==> config.mk <==
export PLATFORM = sky130hd
export DESIGN_NAME = heightmap_text_point_parser_core
export DESIGN_NICKNAME = d
export VERILOG_FILES = /design/src/sv/hmtp_pkg.sv /design/src/sv/hmtp_parse.sv /design/src/sv/hmtp_out_reg.sv /design/src/sv/heightmap_text_point_parser_core.sv
export VERILOG_INCLUDE_DIRS = /design/src /design/src/sv
export SDC_FILE = /design/constraint.sdc
export NUM_CORES = 1
export LEC_CHECK = 0
export BUFFER_PORTS_ARGS = -buffer_cell sky130_fd_sc_hd__buf_2
export CAP_MARGIN = 20
export CORE_MARGIN = 1
export CORE_UTILIZATION = 35
export CTS_CLUSTER_SIZE = 30
export DETAILED_ROUTE_END_ITERATION = 7
export PLACE_DENSITY = 0.5
export SYNTH_ARGS = -nofsm -noshare
export SYNTH_HDL_FRONTEND = slang
export SYNTH_SLANG_ARGS = --single-unit
==> constraint.sdc <==
create_clock -name clk -period 11 [get_ports clk]
set_input_delay 0.55 -clock clk [delete_from_list [all_inputs] [get_ports clk]]
set_output_delay 0.55 -clock clk [all_outputs]
set_load 0.01 [all_outputs]
==> src/sv/heightmap_text_point_parser_core_assert.svh <==
// assertion macros shared by the heightmap point parser modules
// expects clk and arst_n in the scope where a macro is used
`ifndef HEIGHTMAP_TEXT_POINT_PARSER_CORE_ASSERT_SVH
`define HEIGHTMAP_TEXT_POINT_PARSER_CORE_ASSERT_SVH

// same-cycle implication, off during reset
`define HMTP_ASSERT_IMP(lbl, ante, cons, msg) \
	lbl: assert property (@(posedge clk) disable iff (!arst_n) (ante) |-> (cons)) \
		else $error(msg);

// next-cycle implication, off during reset
`define HMTP_ASSERT_NXT(lbl, ante, cons, msg) \
	lbl: assert property (@(posedge clk) disable iff (!arst_n) (ante) |=> (cons)) \
		else $error(msg);

`endif

==> src/sv/hmtp_pkg.sv <==
// types, constants and helpers for the heightmap text point parser
// no dependencies
package hmtp_pkg;

	localparam int MAX_POINTS = 65536;
	localparam int PCNT_W     = $clog2(MAX_POINTS + 1);

	localparam logic [31:0] COLOR_WHITE = 32'h00FF_FFFF;
	localparam logic [31:0] COLOR_BASE  = 32'h000F_FFFF;
	localparam logic [31:0] COLOR_STEP  = 32'd8352782;

	localparam logic [7:0] CH_SPACE = 8'h20;
	localparam logic [7:0] CH_NL    = 8'h0A;
	localparam logic [7:0] CH_MINUS = 8'h2D;
	localparam logic [7:0] CH_COMMA = 8'h2C;

	localparam logic [1:0] CFG_START_X = 2'd0;
	localparam logic [1:0] CFG_START_Y = 2'd1;
	localparam logic [1:0] CFG_SPACING = 2'd2;

	typedef enum logic [2:0] {
		PH_IDLE,
		PH_NUM,
		PH_PREFIX,
		PH_HEX,
		PH_TAIL
	} phase_t;

	typedef struct packed {
		logic [7:0] ch;
		logic       last;
	} in_beat_t;

	typedef struct packed {
		logic        [15:0] point_index;
		logic signed [15:0] px;
		logic signed [15:0] py;
		logic signed [31:0] height;
		logic        [31:0] color;
	} point_t;

	// register values plus write strobes for the coordinate counters
	typedef struct packed {
		logic [15:0] start_x;
		logic [15:0] start_y;
		logic [14:0] spacing;
		logic        load_x;
		logic        load_y;
		logic [15:0] load_val;
	} cfg_t;

	// bit 4 flags a hex digit, bits 3:0 carry its value
	function automatic logic [4:0] hex_val(input logic [7:0] c);
		logic [4:0] r;
		r = '0;
		if (c inside {[8'h30:8'h39]}) begin
			r = {1'b1, c[3:0]};
		end else if (c inside {[8'h61:8'h66], [8'h41:8'h46]}) begin
			r = {1'b1, c[3:0] + 4'd9};
		end
		return r;
	endfunction

endpackage

==> src/sv/hmtp_parse.sv <==
// token parser: phase, accumulators, coordinates and point count
// depends on hmtp_pkg and the assertion macro header
`include "heightmap_text_point_parser_core_assert.svh"

module hmtp_parse
	import hmtp_pkg::*;
(
	input  logic     clk,
	input  logic     arst_n,
	input  logic     step,
	input  in_beat_t beat,
	input  cfg_t     cfg,
	output logic     emit,
	output point_t   point
);

	phase_t              phase_q, nxt_phase;
	logic                neg_q, nxt_neg;
	logic [31:0]         acc_q, nxt_acc;
	logic [31:0]         hex_q, nxt_hex;
	logic                hc_q, nxt_hc;
	logic                pc_q, nxt_pc;
	logic [15:0]         x_q, nxt_x;
	logic [15:0]         y_q, nxt_y;
	logic [PCNT_W-1:0]   cnt_q;

	logic        is_digit, is_minus, is_comma, is_sep, is_nl;
	logic [4:0]  hv;
	logic        take_tok, go_between, late_emit, fire;
	logic        src_neg, src_hc;
	logic [31:0] src_acc, src_hex, z, prod, color;
	logic [15:0] src_x, src_y;

	assign is_digit = beat.ch inside {[8'h30:8'h39]};
	assign is_minus = beat.ch == CH_MINUS;
	assign is_comma = beat.ch == CH_COMMA;
	assign is_nl    = beat.ch == CH_NL;
	assign is_sep   = is_nl || beat.ch == CH_SPACE;
	assign hv       = hex_val(beat.ch);

	always_comb begin
		nxt_phase  = phase_q;
		nxt_neg    = neg_q;
		nxt_acc    = acc_q;
		nxt_hex    = hex_q;
		nxt_hc     = hc_q;
		nxt_pc     = pc_q;
		nxt_x      = x_q;
		nxt_y      = y_q;
		take_tok   = 1'b0;
		go_between = 1'b0;
		case (phase_q)
			PH_NUM: begin
				if (is_digit) begin
					nxt_acc = acc_q * 32'd10 + {28'd0, beat.ch[3:0]};
				end else if (is_comma) begin
					nxt_phase = PH_PREFIX;
					nxt_pc    = 1'b0;
				end else begin
					take_tok   = 1'b1;
					go_between = 1'b1;
				end
			end
			PH_PREFIX: begin
				if (is_sep) begin
					take_tok   = 1'b1;
					go_between = 1'b1;
				end else if (pc_q) begin
					// second prefix char skipped, hex digits follow
					nxt_phase = PH_HEX;
					nxt_hc    = 1'b1;
					nxt_hex   = '0;
					nxt_pc    = 1'b0;
				end else begin
					nxt_pc = 1'b1;
				end
			end
			PH_HEX: begin
				if (hv[4]) begin
					nxt_hex = {hex_q[27:0], hv[3:0]};
				end else if (is_sep) begin
					take_tok   = 1'b1;
					go_between = 1'b1;
				end else begin
					nxt_phase = PH_TAIL;
				end
			end
			PH_TAIL: begin
				if (is_sep) begin
					take_tok   = 1'b1;
					go_between = 1'b1;
				end
			end
			default: begin
				go_between = 1'b1;
			end
		endcase
		if (take_tok) begin
			nxt_phase = PH_IDLE;
			nxt_neg   = 1'b0;
			nxt_acc   = '0;
			nxt_hex   = '0;
			nxt_hc    = 1'b0;
			nxt_pc    = 1'b0;
		end
		if (go_between) begin
			if (is_minus || is_digit) begin
				nxt_x     = x_q + {1'b0, cfg.spacing};
				nxt_phase = PH_NUM;
				nxt_neg   = is_minus;
				nxt_acc   = is_minus ? 32'd0 : {28'd0, beat.ch[3:0]};
				nxt_hex   = '0;
				nxt_hc    = 1'b0;
				nxt_pc    = 1'b0;
			end else if (is_nl) begin
				nxt_x = cfg.start_x;
				nxt_y = y_q + {1'b0, cfg.spacing};
			end
		end
	end

	// an open token at end of text is flushed from the updated state
	assign late_emit = beat.last && !take_tok && nxt_phase != PH_IDLE;
	assign fire      = (take_tok || late_emit) && cnt_q < PCNT_W'(MAX_POINTS);

	assign src_neg = late_emit ? nxt_neg : neg_q;
	assign src_acc = late_emit ? nxt_acc : acc_q;
	assign src_hc  = late_emit ? nxt_hc  : hc_q;
	assign src_hex = late_emit ? nxt_hex : hex_q;
	assign src_x   = late_emit ? nxt_x   : x_q;
	assign src_y   = late_emit ? nxt_y   : y_q;

	assign z    = src_neg ? (32'd0 - src_acc) : src_acc;
	assign prod = z * COLOR_STEP;

	always_comb begin
		if (src_hc) begin
			color = src_hex;
		end else if (z == 32'd0 || z[31]) begin
			color = COLOR_WHITE;
		end else begin
			color = COLOR_BASE + prod;
		end
	end

	assign emit              = step && fire;
	assign point.point_index = cnt_q[15:0];
	assign point.px          = src_x;
	assign point.py          = src_y;
	assign point.height      = z;
	assign point.color       = color;

	always_ff @(posedge clk or negedge arst_n) begin
		if (!arst_n) begin
			phase_q <= PH_IDLE;
			neg_q   <= 1'b0;
			acc_q   <= '0;
			hex_q   <= '0;
			hc_q    <= 1'b0;
			pc_q    <= 1'b0;
			x_q     <= '0;
			y_q     <= '0;
			cnt_q   <= '0;
		end else begin
			if (step) begin
				if (beat.last) begin
					phase_q <= PH_IDLE;
					neg_q   <= 1'b0;
					acc_q   <= '0;
					hex_q   <= '0;
					hc_q    <= 1'b0;
					pc_q    <= 1'b0;
					x_q     <= cfg.start_x;
					y_q     <= cfg.start_y;
					cnt_q   <= '0;
				end else begin
					phase_q <= nxt_phase;
					neg_q   <= nxt_neg;
					acc_q   <= nxt_acc;
					hex_q   <= nxt_hex;
					hc_q    <= nxt_hc;
					pc_q    <= nxt_pc;
					x_q     <= nxt_x;
					y_q     <= nxt_y;
					cnt_q   <= cnt_q + PCNT_W'(fire);
				end
			end
			if (cfg.load_x) begin
				x_q <= cfg.load_val;
			end
			if (cfg.load_y) begin
				y_q <= cfg.load_val;
			end
		end
	end

	`HMTP_ASSERT_NXT(a_last_clears, step && beat.last, phase_q == PH_IDLE && cnt_q == '0,
		"end of text did not clear the parser")
	`HMTP_ASSERT_IMP(a_cnt_bound, 1'b1, cnt_q <= PCNT_W'(MAX_POINTS),
		"point count passed its limit")
	`HMTP_ASSERT_NXT(a_cnt_inc, emit && !beat.last, cnt_q == $past(cnt_q) + 1'b1,
		"emitted point not counted")

endmodule

==> src/sv/hmtp_out_reg.sv <==
// result register holding one point until the consumer takes it
// depends on hmtp_pkg
module hmtp_out_reg
	import hmtp_pkg::*;
(
	input  logic   clk,
	input  logic   arst_n,
	input  logic   load,
	input  point_t load_data,
	input  logic   out_ready,
	output logic   out_valid,
	output point_t out_data,
	output logic   free
);

	logic   vld_q;
	point_t data_q;

	assign free      = !vld_q || out_ready;
	assign out_valid = vld_q;
	assign out_data  = data_q;

	always_ff @(posedge clk or negedge arst_n) begin
		if (!arst_n) begin
			vld_q <= 1'b0;
		end else if (load) begin
			vld_q <= 1'b1;
		end else if (out_ready) begin
			vld_q <= 1'b0;
		end
	end

	always_ff @(posedge clk) begin
		if (load) begin
			data_q <= load_data;
		end
	end

endmodule

==> src/sv/heightmap_text_point_parser_core.sv <==
// Heightmap text point parser. Takes one ASCII character per beat and returns one point
// per height token; sustained rate is one character per clock while the consumer keeps
// up. A point reaches out_data through the input register, which takes the beat ending
// its token, and then the result register, loaded as the parse stage updates the token
// state. The single parse stage sets the rate: its token state is updated once per
// character. A stalled consumer holds the stage; one more character still lands in the
// input register.
// Config writes (start_x, start_y, spacing) are taken at once and belong between texts.
// depends on hmtp_pkg, hmtp_parse, hmtp_out_reg and the assertion macro header
`include "heightmap_text_point_parser_core_assert.svh"

module heightmap_text_point_parser_core
	import hmtp_pkg::*;
(
	input  logic        clk,
	input  logic        arst_n,
	input  logic        in_valid,
	output logic        in_ready,
	input  in_beat_t    in_data,
	output logic        out_valid,
	input  logic        out_ready,
	output point_t      out_data,
	input  logic        cfg_valid,
	output logic        cfg_ready,
	input  logic [1:0]  cfg_index,
	input  logic [15:0] cfg_data
);

	logic        vld_s1;
	in_beat_t    beat_s1;
	logic [15:0] start_x_q, start_y_q;
	logic [14:0] spacing_q;
	logic        advance, free, emit, cfg_wr;
	cfg_t        cfg;
	point_t      point;

	assign cfg_ready = 1'b1;
	assign cfg_wr    = cfg_valid && cfg_ready;

	always_ff @(posedge clk or negedge arst_n) begin
		if (!arst_n) begin
			start_x_q <= '0;
			start_y_q <= '0;
			spacing_q <= 15'd1;
		end else if (cfg_wr) begin
			case (cfg_index)
				CFG_START_X: start_x_q <= cfg_data;
				CFG_START_Y: start_y_q <= cfg_data;
				CFG_SPACING: spacing_q <= cfg_data[14:0];
				default: ;
			endcase
		end
	end

	assign cfg.start_x  = start_x_q;
	assign cfg.start_y  = start_y_q;
	assign cfg.spacing  = spacing_q;
	assign cfg.load_x   = cfg_wr && cfg_index == CFG_START_X;
	assign cfg.load_y   = cfg_wr && cfg_index == CFG_START_Y;
	assign cfg.load_val = cfg_data;

	// input register moves on whenever the result slot can take a point
	assign advance  = vld_s1 && free;
	assign in_ready = !vld_s1 || advance;

	always_ff @(posedge clk or negedge arst_n) begin
		if (!arst_n) begin
			vld_s1 <= 1'b0;
		end else if (in_ready) begin
			vld_s1 <= in_valid;
		end
	end

	always_ff @(posedge clk) begin
		if (in_valid && in_ready) begin
			beat_s1 <= in_data;
		end
	end

	hmtp_parse u_parse (
		.clk    (clk),
		.arst_n (arst_n),
		.step   (advance),
		.beat   (beat_s1),
		.cfg    (cfg),
		.emit   (emit),
		.point  (point)
	);

	hmtp_out_reg u_out (
		.clk       (clk),
		.arst_n    (arst_n),
		.load      (emit),
		.load_data (point),
		.out_ready (out_ready),
		.out_valid (out_valid),
		.out_data  (out_data),
		.free      (free)
	);

	`HMTP_ASSERT_NXT(a_s1_hold, vld_s1 && !advance, vld_s1 && $stable(beat_s1),
		"held input beat lost or changed")
	`HMTP_ASSERT_NXT(a_emit_shows, emit, out_valid,
		"emitted point not presented")
	`HMTP_ASSERT_IMP(a_emit_needs_step, emit, advance,
		"point emitted without a parse step")

endmodule

Yosys cells after proc, flatten, opt, wreduce, memory -nomap -nowiden:

Cells that the tools add are included.

* register bits after elaboration: 289
* input port bits: 32
* output and inout port bits: 115
* word-level logic and storage cells: 156

* $add $sub $neg: 7
* multiply operators: 2
* $lt $le $gt $ge: 7
* equality and inequality tests: 10
* multiplexer cells: 78
* reduce and logical (&&, ||, !) cells: 31

Operators with widths (count)
* two-way mux 32 bit: 18
* two-way mux 16 bit: 14
* one-hot mux 32 bit (2 select lines): 1
* adder 16 x 15 -> 16 bit: 2
* adder 20 x 32 -> 32 bit, first input constant: 1
* adder 32 x 4 -> 32 bit: 1
* zero test 32 bit: 1
* multiplier 32 x 22 -> 31 bit, second input constant: 1
* multiplier 32 x 3 -> 31 bit, second input constant: 1
* subtractor 1 x 32 -> 32 bit, first input constant: 1
* two-way mux 3 bit: 10
* two-way mux 1 bit: 27
* == test 8 x 6 -> 1 bit, second input constant: 3
* adder 17 x 1 -> 17 bit: 1
* < comparator 17 bit, second input constant: 1
* two-way mux 17 bit: 1
* greater-or-equal comparator 8 x 7 -> 1 bit, second input constant: 2
* less-or-equal comparator 8 x 7 -> 1 bit, second input constant: 2
* logical AND 1 bit: 11
* two-way mux 5 bit: 2
* one-hot mux 3 bit (3 select lines): 1
* == test 8 x 4 -> 1 bit, second input constant: 1
* greater-or-equal comparator 8 x 6 -> 1 bit, second input constant: 1
* less-or-equal comparator 8 x 6 -> 1 bit, second input constant: 1
* other kinds (16): 30

Depth between registers and ports, before layout:

Gate-level depths: netlist of the first run.

* depth after elaboration: 19
* mapped depth: 45
* gate-level depth less buffers: 44

Modules after synthesis:

Synthesis of the first run repeated with hierarchy kept, for this count alone.

* cell total of the unflattened synthesis: 2732
* area, all modules: 26171.4 sq um

Modules (own cells, without submodules)
* hmtp_parse: instances 1, cells each 2500, area each 20647.3 sq um, seq. area each 2977.9 sq um
* hmtp_out_reg: instances 1, cells each 115, area each 3410.8 sq um, seq. area each 3388.2 sq um
* heightmap_text_point_parser_core: instances 1, cells each 117, area each 2113.3 sq um, seq. area each 1472.7 sq um

Least setup slack after synthesis of the first run:

No wires, ideal clock.

* path kind: register -> register
* start: register beat_s1[2] (netlist name)
* end: register u_out.data_q, in the netlist u_out.out_data[31], data pin
* setup time: 0.263 ns
* data arrival time: 10.341 ns
* data required time: 10.737 ns
* slack: 0.395 ns
* stages on the path, launching flop included: 42
* clock period less this slack: 10.605 ns
* path through: edfxtp_1 > inv_1 > ha_1 > or3b_4 > and3_4 > o31a_1 > nor4_2 > nor2_2 > a21oi_2 > nand3_1 > and2_1 > buf_2 > buf_2 > nor2_1 > xor2_1 > clkinv_1 > xnor2_1 > fa_1 > (+6 left out) > inv_1 > fa_1 > inv_1 > ha_1 > nand2_1 > o21ai_0 > or4_1 > a41oi_1 > nor3_1 > o31ai_1 > a21oi_1 > o21a_1 > nor2_1 > o21bai_1 > a21oi_1 > xor2_1 > xnor3_1 > o2bb2ai_1

RTL lines
* start, declared: RTL line heightmap_text_point_parser_core.sv:30 `in_beat_t beat_s1;`
* start signal, assigned: RTL line heightmap_text_point_parser_core.sv:76 `beat_s1 <= in_data;`
* end signal, assigned: RTL line hmtp_out_reg.sv:35 `data_q <= load_data;`
* end, declared: RTL line hmtp_out_reg.sv:17 `point_t data_q;`

==> flow_metrics.tcl, run 1 <==
set metrics [dict create \
    grt_pass1_wl_um 119500 \
    status "completed" \
    fin_setup_tns_ns 0 \
    cpMaxStageDelayCell "fa_1" \
    reg2reg_slack_ns 0.35 \
    r2r_cells 38 \
    cts.sinks 289 \
    yosysTopAreaCell "dfrtp_1" \
    post-route-min-period_ns 10.65 \
    worstPathRequired_ns 11.31 \
    nets 3286 \
    grt_busiest_layer "met2" \
    drive_above_1_share 0.1437 \
    final_util 0.4066 \
    crit_top_cell "xnor2_1" \
    worstReg2RegStart "u_parse.acc_q[1]" \
    synth_top_cell_area_share 0.1649 \
    synth_warnings 0 \
    layout_common_cells "nand2_1 (312), inv_1 (289), ha_1 (231)" \
    met2_usage 0.3403 \
    dieArea_sq_um 73480 \
    cts_hold_buffers 0 \
    drt_iter0_drc 1230 \
    routed_wirelength_um 76520 \
    slew_violations 0 \
    p_per_area_nw_per_um2 120.1 \
    cts_tree "done" \
    synth_fp_nets 3102 \
    grt_pass1_vias 20430 \
    ant_nets 0 \
    gp_congestion 0.9327 \
    maxCapViolCount 0 \
    reg2reg_to "u_out.out_data[31]" \
    die_height_um 271.1 \
    syn_inst 2681 \
    clk_latency_ns 0.57 \
    row_count 98 \
    tightest_slew_ns 0.9756 \
    clock_path_buffers 3 \
    synthTopCellsByArea "dfrtp_1 (16%), edfxtp_1 (14%), fa_1 (12%)" \
    use_met1 0.2860 \
    period_share 0.9684 \
    place.port_buffers 145 \
    peakVddDrop_mv 0.1022 \
    clk_pin_slew_ns 0.06 \
    slew_headroom 0.3472 \
    hold_viol 0 \
    synth_cell_types 108 \
    viasPerCell 5.319 \
    synth_seq_cells 289 \
    use_met3 0.02707 \
    io_pins 147 \
    synth.avg_cell_area_sq_um 9.452 \
    end_kind "flop" \
    synth_edf_count 121 \
    drc 0 \
    cts-root-buf "clkbuf_16" \
    vias 20463 \
    area_growth_pct 14.89 \
    synth_flop_cell "dfrtp_1" \
    cp_slowest_stage_delay_ns 0.57 \
    first_pass_iters 5 \
    start_util 0.3539 \
    cts_buffers 38 \
    grt-ovfl-total 0 \
    async_reset_ff_frac 0.5813 \
    wl_per_cell_um 19.89 \
    die_w_um 271.1 \
    setup_viol 0 \
    crit_type "flop to flop" \
    skew_ns 0.01926 \
    max_freq_mhz 93.88 \
    min_path_type "primary input to asynchronous set/reset pin" \
    antenna_found_initial 2 \
    final_common_cell "nand2_1" \
    yosysSeqAreaShare 0.3093 \
    crit_fanout 5 \
    coreArea_sq_um 71610 \
    start_kind "flop" \
    htreeDepth 2 \
    place.detailed.hpwl_um 59300 \
    synth_area_sq_um 25340 \
    grt_use_total 0.2082 \
    critPathArrivalTime_ns 10.97 \
    nFillCells 7127 \
    grt_max_degree 97 \
    total_leakage_power_nw 13.63 \
]
where the power goes:
| part | internal, W | switching (W) |
|---|---|---|
| clock | 0.000815 | 0.000527 |
| sequential | 0.00122 | 0.0000708 |
| combinational | 0.000344 | 0.000521 |
logic make-up after synthesis:
kind of cell	synth area share
AO/OA/AOI/OAI	0.1693
XOR/XNOR	0.06552
adder cells (fa/ha/maj)	0.2386
buffers and inverters	0.05940
flip-flops	0.3093
multiplexers	0.01610
other	0.0001480
AND/OR/NAND/NOR	0.1416
sequential cells by signal, indices dropped and copies added, names as in the netlist:
name,count
u_out.out_data,112
u_parse.acc_q,32
u_parse.hex_q,32
u_parse.cnt_q,17
start_x_q,16
start_y_q,16
u_parse.x_q,16
u_parse.y_q,16
spacing_q,15
beat_s1,9
u_parse.phase_q,3
u_out.out_valid,1
u_parse.hc_q,1
u_parse.neg_q,1
u_parse.pc_q,1
vld_s1,1
worst max-delay path: cells and delay by family (launching register included):
family | cells | cell delay, ns
adders and majority gates | 10 | 4.39
xor gates and xnor gates | 11 | 2.40
AOI/OAI and AO/OA | 7 | 1.61
and+or+nand+nor | 5 | 0.97
DFF | 1 | 0.40
buffers and inverters | 4 | 0.35
muxes | 1 | 0.27
cells in the mapped netlist (24+ instances only):
library cell / n
a21o_1: 24
a21oi_1: 123
a221oi_1: 24
a22o_1: 48
a22oi_1: 27
clkbuf_1: 77
dfrtp_1: 167
edfxtp_1: 121
fa_1: 157
ha_1: 232
inv_1: 290
nand2_1: 313
nand3_1: 45
nor2_1: 172
nor3_1: 38
o21ai_0: 158
xnor2_1: 117
xor2_1: 60
metrics by stage:
stage | std cells | hold WS (ns) | setup WS (ns) | power (W) | instance area, sq um
CTS | 3835 | 0.1154 | 0.05128 | 0.003535 | 28880
global placement | 3765 | 0.4544 | 0.1414 | 0.002158 | 27540
finish | 3847 | 0.06749 | 0.3475 | 0.003497 | 29110
global route | 3846 | 0.1320 | -0.008008 | 0.003699 | 29110
detailed placement | 3765 | 0.4643 | 0.07969 | 0.002171 | 27540
floorplan | 2681 | 0.2544 | 0.3953 | 0.001910 | 25340
worst max path at each step:
| stage | from | endpoint | slack [ns] | cells past startpoint |
|---|---|---|---|---|
| 2_1_floorplan | beat_s1[2] | u_out.out_data[31] | 0.40 | 41 |
| 3_3_place_gp | beat_s1[1] | u_out.out_data[31] | 0.14 | 37 |
| 3_5_place_dp | beat_s1[1] | u_out.out_data[31] | 0.08 | 37 |
| 4_1_cts | beat_s1[1] | u_out.out_data[31] | 0.05 | 37 |
| 5_1_grt | u_parse.acc_q[8] | u_out.out_data[31] | -0.008 | 39 |
| 6_report | u_parse.acc_q[1] | u_out.out_data[31] | 0.35 | 38 |
layer usage:
| layer | up-vias | routed length, um |
|---|---|---|
| li1 | 9739 | - |
| met1 | 10119 | 35300 |
| met2 | 512 | 35760 |
| met3 | 91 | 3447 |
| met4 | 2 | 2002 |
| met5 | - | 14 |
what timing repair did:
item | 4_1_cts | 5_1_grt
gates resized for setup | 0 | 27
endpoints found under the setup margin | 0 | 4
buffers inserted | 0 | 8
layout make-up:
| type | instances | area [sq um] | share of cell area |
|---|---|---|---|
| multi-input cells | 2000 | 16140 | 0.5544 |
| flip-flops and latches | 289 | 7840 | 0.2693 |
| inverters | 291 | 1095 | 0.03761 |
| clock buffers | 49 | 1032 | 0.03546 |
| repair buffers | 245 | 1503 | 0.05162 |
| diodes | 2 | 5.005 | 0.0001719 |
| well taps | 950 | 1189 | 0.04083 |
| clock inverters | 21 | 309.0 | 0.01062 |
Power figures use the tool's default switching activity.
==> inputs of run 2 (changes only) <==
--- a/config.mk
+++ b/config.mk
@@ -10,6 +10,7 @@
 export CAP_MARGIN = 20
 export CORE_MARGIN = 1
 export CORE_UTILIZATION = 35
+export CTS_BUF_LIST = sky130_fd_sc_hd__clkbuf_4
 export CTS_CLUSTER_SIZE = 30
 export DETAILED_ROUTE_END_ITERATION = 7
 export PLACE_DENSITY = 0.5
==> run 2 against run 1 <==
Total power is 6.7% lower. Worst hold slack gained 0.17 ns. Routed wire length rose by 0.68%. Fmax grew 0.10%.
==> flow_metrics.tcl, run 2 (synthesis results as in run 1) <==
set metrics [dict create \
    min_path_cells 5 \
    clk_latency_ns 0.88 \
    ant_nets 0 \
    final_util 0.4083 \
    cts.sinks 289 \
    place_ws_ns 0.07969 \
    viasPerCell 5.273 \
    grt_use_total 0.2105 \
    drive_above_1_share 0.1641 \
    status "completed" \
    tightest_slew_ns 0.9846 \
    worstPathRequired_ns 11.54 \
    cts-root-buf "clkbuf_4" \
    post-route-min-period_ns 10.64 \
    r2r_cells 37 \
    end_kind "flop" \
    place.detailed.hpwl_um 59300 \
    drc 0 \
    worstReg2RegStart "u_parse.acc_q[2]" \
    min_path_type "primary input to flop" \
    maxCapViolCount 0 \
    largest_reg_flops 112 \
    routed_wirelength_um 77040 \
    max_freq_mhz 93.97 \
    antenna_found_initial 1 \
    grt-ovfl-total 0 \
    wl_per_cell_um 19.44 \
    cp_slowest_stage_delay_ns 0.57 \
    rsz0062_at_grt "no" \
    start_kind "flop" \
    grt_max_degree 97 \
    area_growth_pct 15.37 \
    cts_tree "done" \
    min_from "cfg_index[0]" \
    hold_viol 0 \
    peakVddDrop_mv 0.07720 \
    p_per_area_nw_per_um2 111.6 \
    vias 20895 \
    setup_viol 0 \
    gp_congestion 0.9327 \
    grt_pass1_wl_um 120500 \
    worst_slack_ns 0.3585 \
    drt_iter0_drc 1220 \
    final_common_cell "nand2_1" \
    nets 3362 \
    period_share 0.9674 \
    critPathArrivalTime_ns 11.18 \
    clock_path_buffers 3 \
    slew_violations 0 \
    die_height_um 271.1 \
    coreArea_sq_um 71610 \
    start_util 0.3539 \
    dieArea_sq_um 73480 \
    slew_headroom 0.3436 \
    place.port_buffers 145 \
    row_count 98 \
    htreeDepth 3 \
    cpMaxStageDelayCell "fa_1" \
    crit_type "flop to flop" \
    reg2reg_slack_ns 0.36 \
    layout_common_cells "nand2_1 (312), inv_1 (288), ha_1 (231)" \
    die_w_um 271.1 \
    first_pass_iters 7 \
    skew_ns 0.06910 \
    worstHoldEndpoint "start_x_q[2]" \
    crit_fanout 6 \
    io_pins 147 \
    clk_pin_slew_ns 0.07 \
    total_leakage_power_nw 13.78 \
    reg2reg_to "u_out.out_data[31]" \
    fin_setup_tns_ns 0 \
    grt_pass1_vias 21030 \
    cts_buffers 86 \
]
run 2: changes by cell type in the layout (fill, tap and decap cells not counted), moves of 2 or more:
cell	change
dlygate4sd3_1	+29
clkinv_1	+16
clkbuf_16	-38
clkinv_2	-4
clkbuf_4	+129
clkbuf_8	-4
clkbuf_1	-7
inv_8	+3
bufinv_16	-5
inv_16	-2
inv_2	+2
run 2: stage by stage:
stage,hold slack (ns),cell area (sq um),total power (W),cells
after global placement,0.4544,27540,0.002158,3765
final,0.2381,29240,0.003261,3963
after global routing,0.2015,29230,0.003480,3962
after floorplan,0.2544,25340,0.001910,2681
after CTS,0.1103,28980,0.003310,3951
after detailed placement,0.4643,27540,0.002171,3765
run 2: worst max path at each step:
stage,to,slack (ns),cells past startpoint,from
after CTS,u_out.out_data[31],0.006,37,beat_s1[1]
after detailed placement,u_out.out_data[31],0.08,37,beat_s1[1]
final,u_out.out_data[31],0.36,37,u_parse.acc_q[2]
after global placement,u_out.out_data[31],0.14,37,beat_s1[1]
after global routing,u_out.out_data[31],0.003,38,u_parse.acc_q[2]
after floorplan,u_out.out_data[31],0.40,41,beat_s1[2]
run 2: final cells by class:
class                      instances  area [sq um]
fill                            7176         42370
clock buffer                     129         968.4
sequential                       289          7840
multi-input combinational       2000         16170
clock inverter                    28         182.7
inverter                         291          1095
antenna                            3         7.507
timing repair buffer             273          1785
tap                              950          1189
run 2: power breakdown:
part	leakage (nW)	total (W)	switching (W)	internal, W
Clock	0.679	0.00110	0.000526	0.000569
Combinational	9.80	0.000878	0.000526	0.000351
Sequential	3.30	0.00129	0.0000709	0.00122
Total	13.8	0.00326	0.00112	0.00214
run 2: per-layer routing:
layer / up-vias / GRT usage / part of all wire
met3: 118 / 0.02893 / 0.040
met4: 2 / 0.07464 / 0.027
met2: 520 / 0.3416 / 0.47
li1: 9968 / - / -
met1: 10287 / 0.2850 / 0.46
met5: - / 0.006579 / 0.00087
run 2: timing repair:
| item | 4_1_cts | 5_1_grt |
|---|---|---|
| gates resized for setup | 0 | 31 |
| buffers inserted | 0 | 7 |
| setup endpoints to repair | 0 | 4 |
| hold buffers | 29 | 0 |
| endpoints found under the hold margin | 182 | 0 |
run 2: critical path: cells and delay by family (launching register included):
family | cells | cell delay [ns]
adders and majority gates | 9 | 4.10
xor gates and xnor gates | 11 | 2.34
and+or+nand+nor | 4 | 0.83
AOI/OAI and AO/OA | 8 | 2.00
buffers and inverters | 4 | 0.35
muxes | 1 | 0.27
DFF | 1 | 0.45
==> inputs of run 3 (changes only) <==
--- a/config.mk
+++ b/config.mk
@@ -13,7 +13,9 @@
 export CTS_BUF_LIST = sky130_fd_sc_hd__clkbuf_4
 export CTS_CLUSTER_SIZE = 30
 export DETAILED_ROUTE_END_ITERATION = 7
-export PLACE_DENSITY = 0.5
+export PLACE_DENSITY = 0.48
+export REMOVE_ABC_BUFFERS = 1
+export SETUP_SLACK_MARGIN = 0.4
 export SYNTH_ARGS = -nofsm -noshare
 export SYNTH_HDL_FRONTEND = slang
 export SYNTH_SLANG_ARGS = --single-unit
==> constraint.sdc (replaced) <==
create_clock -name clk -period 10.8 [get_ports clk]
set_input_delay 0.54 -clock clk [delete_from_list [all_inputs] [get_ports clk]]
set_output_delay 0.54 -clock clk [all_outputs]
set_load 0.01 [all_outputs]
==> run 3 against run 2 <==
Total power grew 3.0%. Count of clock-buffer cells in the layout shrank 3. Via count is the same. Die area is the same. Largest power group unchanged.
==> flow_metrics.tcl, run 3 (synthesis results as in run 1) <==
set metrics [dict create \
    reg2reg_slack_ns 0.59 \
    antenna_found_initial 5 \
    min_path_type "primary input to asynchronous set/reset pin" \
    skew_ns 0.08149 \
    cts-root-buf "clkbuf_4" \
    cp_slowest_stage_delay_ns 0.55 \
    viasPerCell 5.224 \
    worstPathRequired_ns 11.35 \
    grt_pass1_wl_um 122700 \
    clock_path_buffers 3 \
    grt_max_degree 64 \
    die_w_um 271.1 \
    slew_headroom 0.2846 \
    dieArea_sq_um 73480 \
    p_comb_frac 0.278 \
    crit_fanout 5 \
    power.share.switching 0.3496 \
    cpMaxStageDelayCell "fa_1" \
    vias 20895 \
    peakVddDrop_mv 0.07329 \
    clk_latency_ns 0.86 \
    first_pass_iters 5 \
    wl_per_cell_um 19.57 \
    drc 0 \
    htreeDepth 3 \
    place.detailed.hpwl_um 59390 \
    multi_input_area_sq_um 16730 \
    drt_iter0_drc 1335 \
    end_kind "flop" \
    tightest_slew_ns 1.070 \
    maxCapViolCount 0 \
    r2r_cells 38 \
    row_count 98 \
    clk_pin_slew_ns 0.07 \
    final_util 0.4199 \
    io_pins 147 \
    status "completed" \
    post-route-min-period_ns 10.21 \
    cts_buffers 88 \
    layout_common_cells "nand2_1 (309), inv_1 (284), ha_1 (213)" \
    ant_nets 0 \
    routed_wirelength_um 78290 \
    start_kind "flop" \
    drive_above_1_share 0.1976 \
    critPathArrivalTime_ns 10.77 \
    slew_violations 0 \
    hold_viol 0 \
    die_height_um 271.1 \
    ff_latch_area_sq_um 7840 \
    nets 3392 \
    crit_top_cell "fa_1" \
    cts_tree "done" \
    rsz0062_at_grt "yes" \
    crit_type "flop to flop" \
    worst_slack_ns 0.5885 \
    pwr-share-clk 0.333 \
    largest_reg_flops 112 \
    area_growth_pct 18.66 \
    gp_congestion 0.8845 \
    total_leakage_power_nw 14.04 \
    cts.sinks 289 \
    grt_use_total 0.2137 \
    nFillCells 7244 \
    place_ws_ns -0.02678 \
    setup_viol 0 \
    grt-ovfl-total 0 \
    worstReg2RegStart "u_parse.acc_q[3]" \
    place.port_buffers 145 \
    grt_pass1_vias 21291 \
    p_int_w 0.002186 \
    pwr-share-seq 0.389 \
    switching_power_w 0.001175 \
    coreArea_sq_um 71610 \
    max_freq_mhz 97.93 \
    reg2reg_to "u_out.out_data[31]" \
    start_util 0.3539 \
    final_common_cell "nand2_1" \
    period_share 0.9455 \
    p_per_area_nw_per_um2 111.8 \
]
-- run 3: cell count changes in the layout (fill, tap and decap cells not counted), moves of 5 or more --
cell,previous run,this run
buf_4,98,121
ha_1,231,213
ha_4,1,15
xnor2_1,110,101
xnor2_2,7,16
nor2_1,169,162
xor2_1,60,53
clkinv_2,1,7
xor2_2,3,9
a21oi_1,123,118
clkinv_1,19,24
-- run 3: worst max-delay path by stage --
stage / slack (ns) / cells past startpoint / endpoint / start
after floorplan: -0.42 / 39 / u_out.out_data[31] / beat_s1[2]
final: 0.59 / 38 / u_out.out_data[31] / u_parse.acc_q[3]
after global routing: 0.14 / 38 / u_out.out_data[31] / u_parse.acc_q[3]
after global placement: 0.15 / 39 / u_out.out_data[31] / u_parse.acc_q[1]
after CTS: 0.39 / 38 / u_out.out_data[31] / u_parse.acc_q[3]
after detailed placement: -0.03 / 39 / u_out.out_data[31] / beat_s1[1]
-- run 3: power by group through the flow --
stage               clock network, W  logic [W]  registers (W)
detailed placement                 0   0.000895        0.00133
global placement                   0   0.000890        0.00132
floorplan                          0   0.000611        0.00132
CTS                          0.00117   0.000917        0.00130
global route                 0.00123    0.00105        0.00132
finish                       0.00112   0.000935        0.00131
-- run 3: cell type report --
cell class	instances	share of cell area
multi-input combinational	2000	0.5565
sequential	289	0.2607
timing repair buffer	301	0.06754
tap	950	0.03953
inverter	291	0.03653
clock buffer	126	0.03146
clock inverter	39	0.007365
antenna	4	0.0003329
-- run 3: what timing repair did --
| action | 4_1_cts | 5_1_grt |
|---|---|---|
| gates resized for setup | 28 | 109 |
| hold buffers | 29 | 0 |
| hold endpoints to repair | 147 | 0 |
| setup buffers | 7 | 16 |
| pin swaps | 15 | 33 |
| setup endpoints to repair | 4 | 12 |
-- run 3: routing by layer --
metal | GRT usage | vias to the layer above | routed length [um]
met5 | 0 | - | 10
met4 | 0.06601 | 2 | 1724
met1 | 0.2886 | 10269 | 35840
met2 | 0.3516 | 502 | 37360
li1 | - | 10031 | -
met3 | 0.03071 | 91 | 3356
-- run 3: per-stage QoR --
stage / instances / power, W / TNS (ns) / instance area (sq um) / hold slack [ns]
3_3_place_gp: 3777 / 0.002211 / 0 / 27630 / 0.4567
4_1_cts: 3978 / 0.003387 / 0 / 29290 / 0.1589
3_5_place_dp: 3777 / 0.002221 / -0.02678 / 27630 / 0.4579
2_1_floorplan: 2580 / 0.001929 / -0.8280 / 24930 / 0.2444
6_report: 4000 / 0.003360 / 0 / 30070 / 0.2214
5_1_grt: 4000 / 0.003593 / 0 / 30070 / 0.2039
-- run 3: worst max-delay path: cells and delay by family, from the launching register on --
kind / cells / cell delay [ns]
compound gates: 6 / 1.54
xor+xnor: 11 / 2.30
fa+ha+maj: 10 / 4.09
buf+inv: 6 / 0.58
flops: 1 / 0.42
mux: 1 / 0.28
simple gates: 4 / 0.71
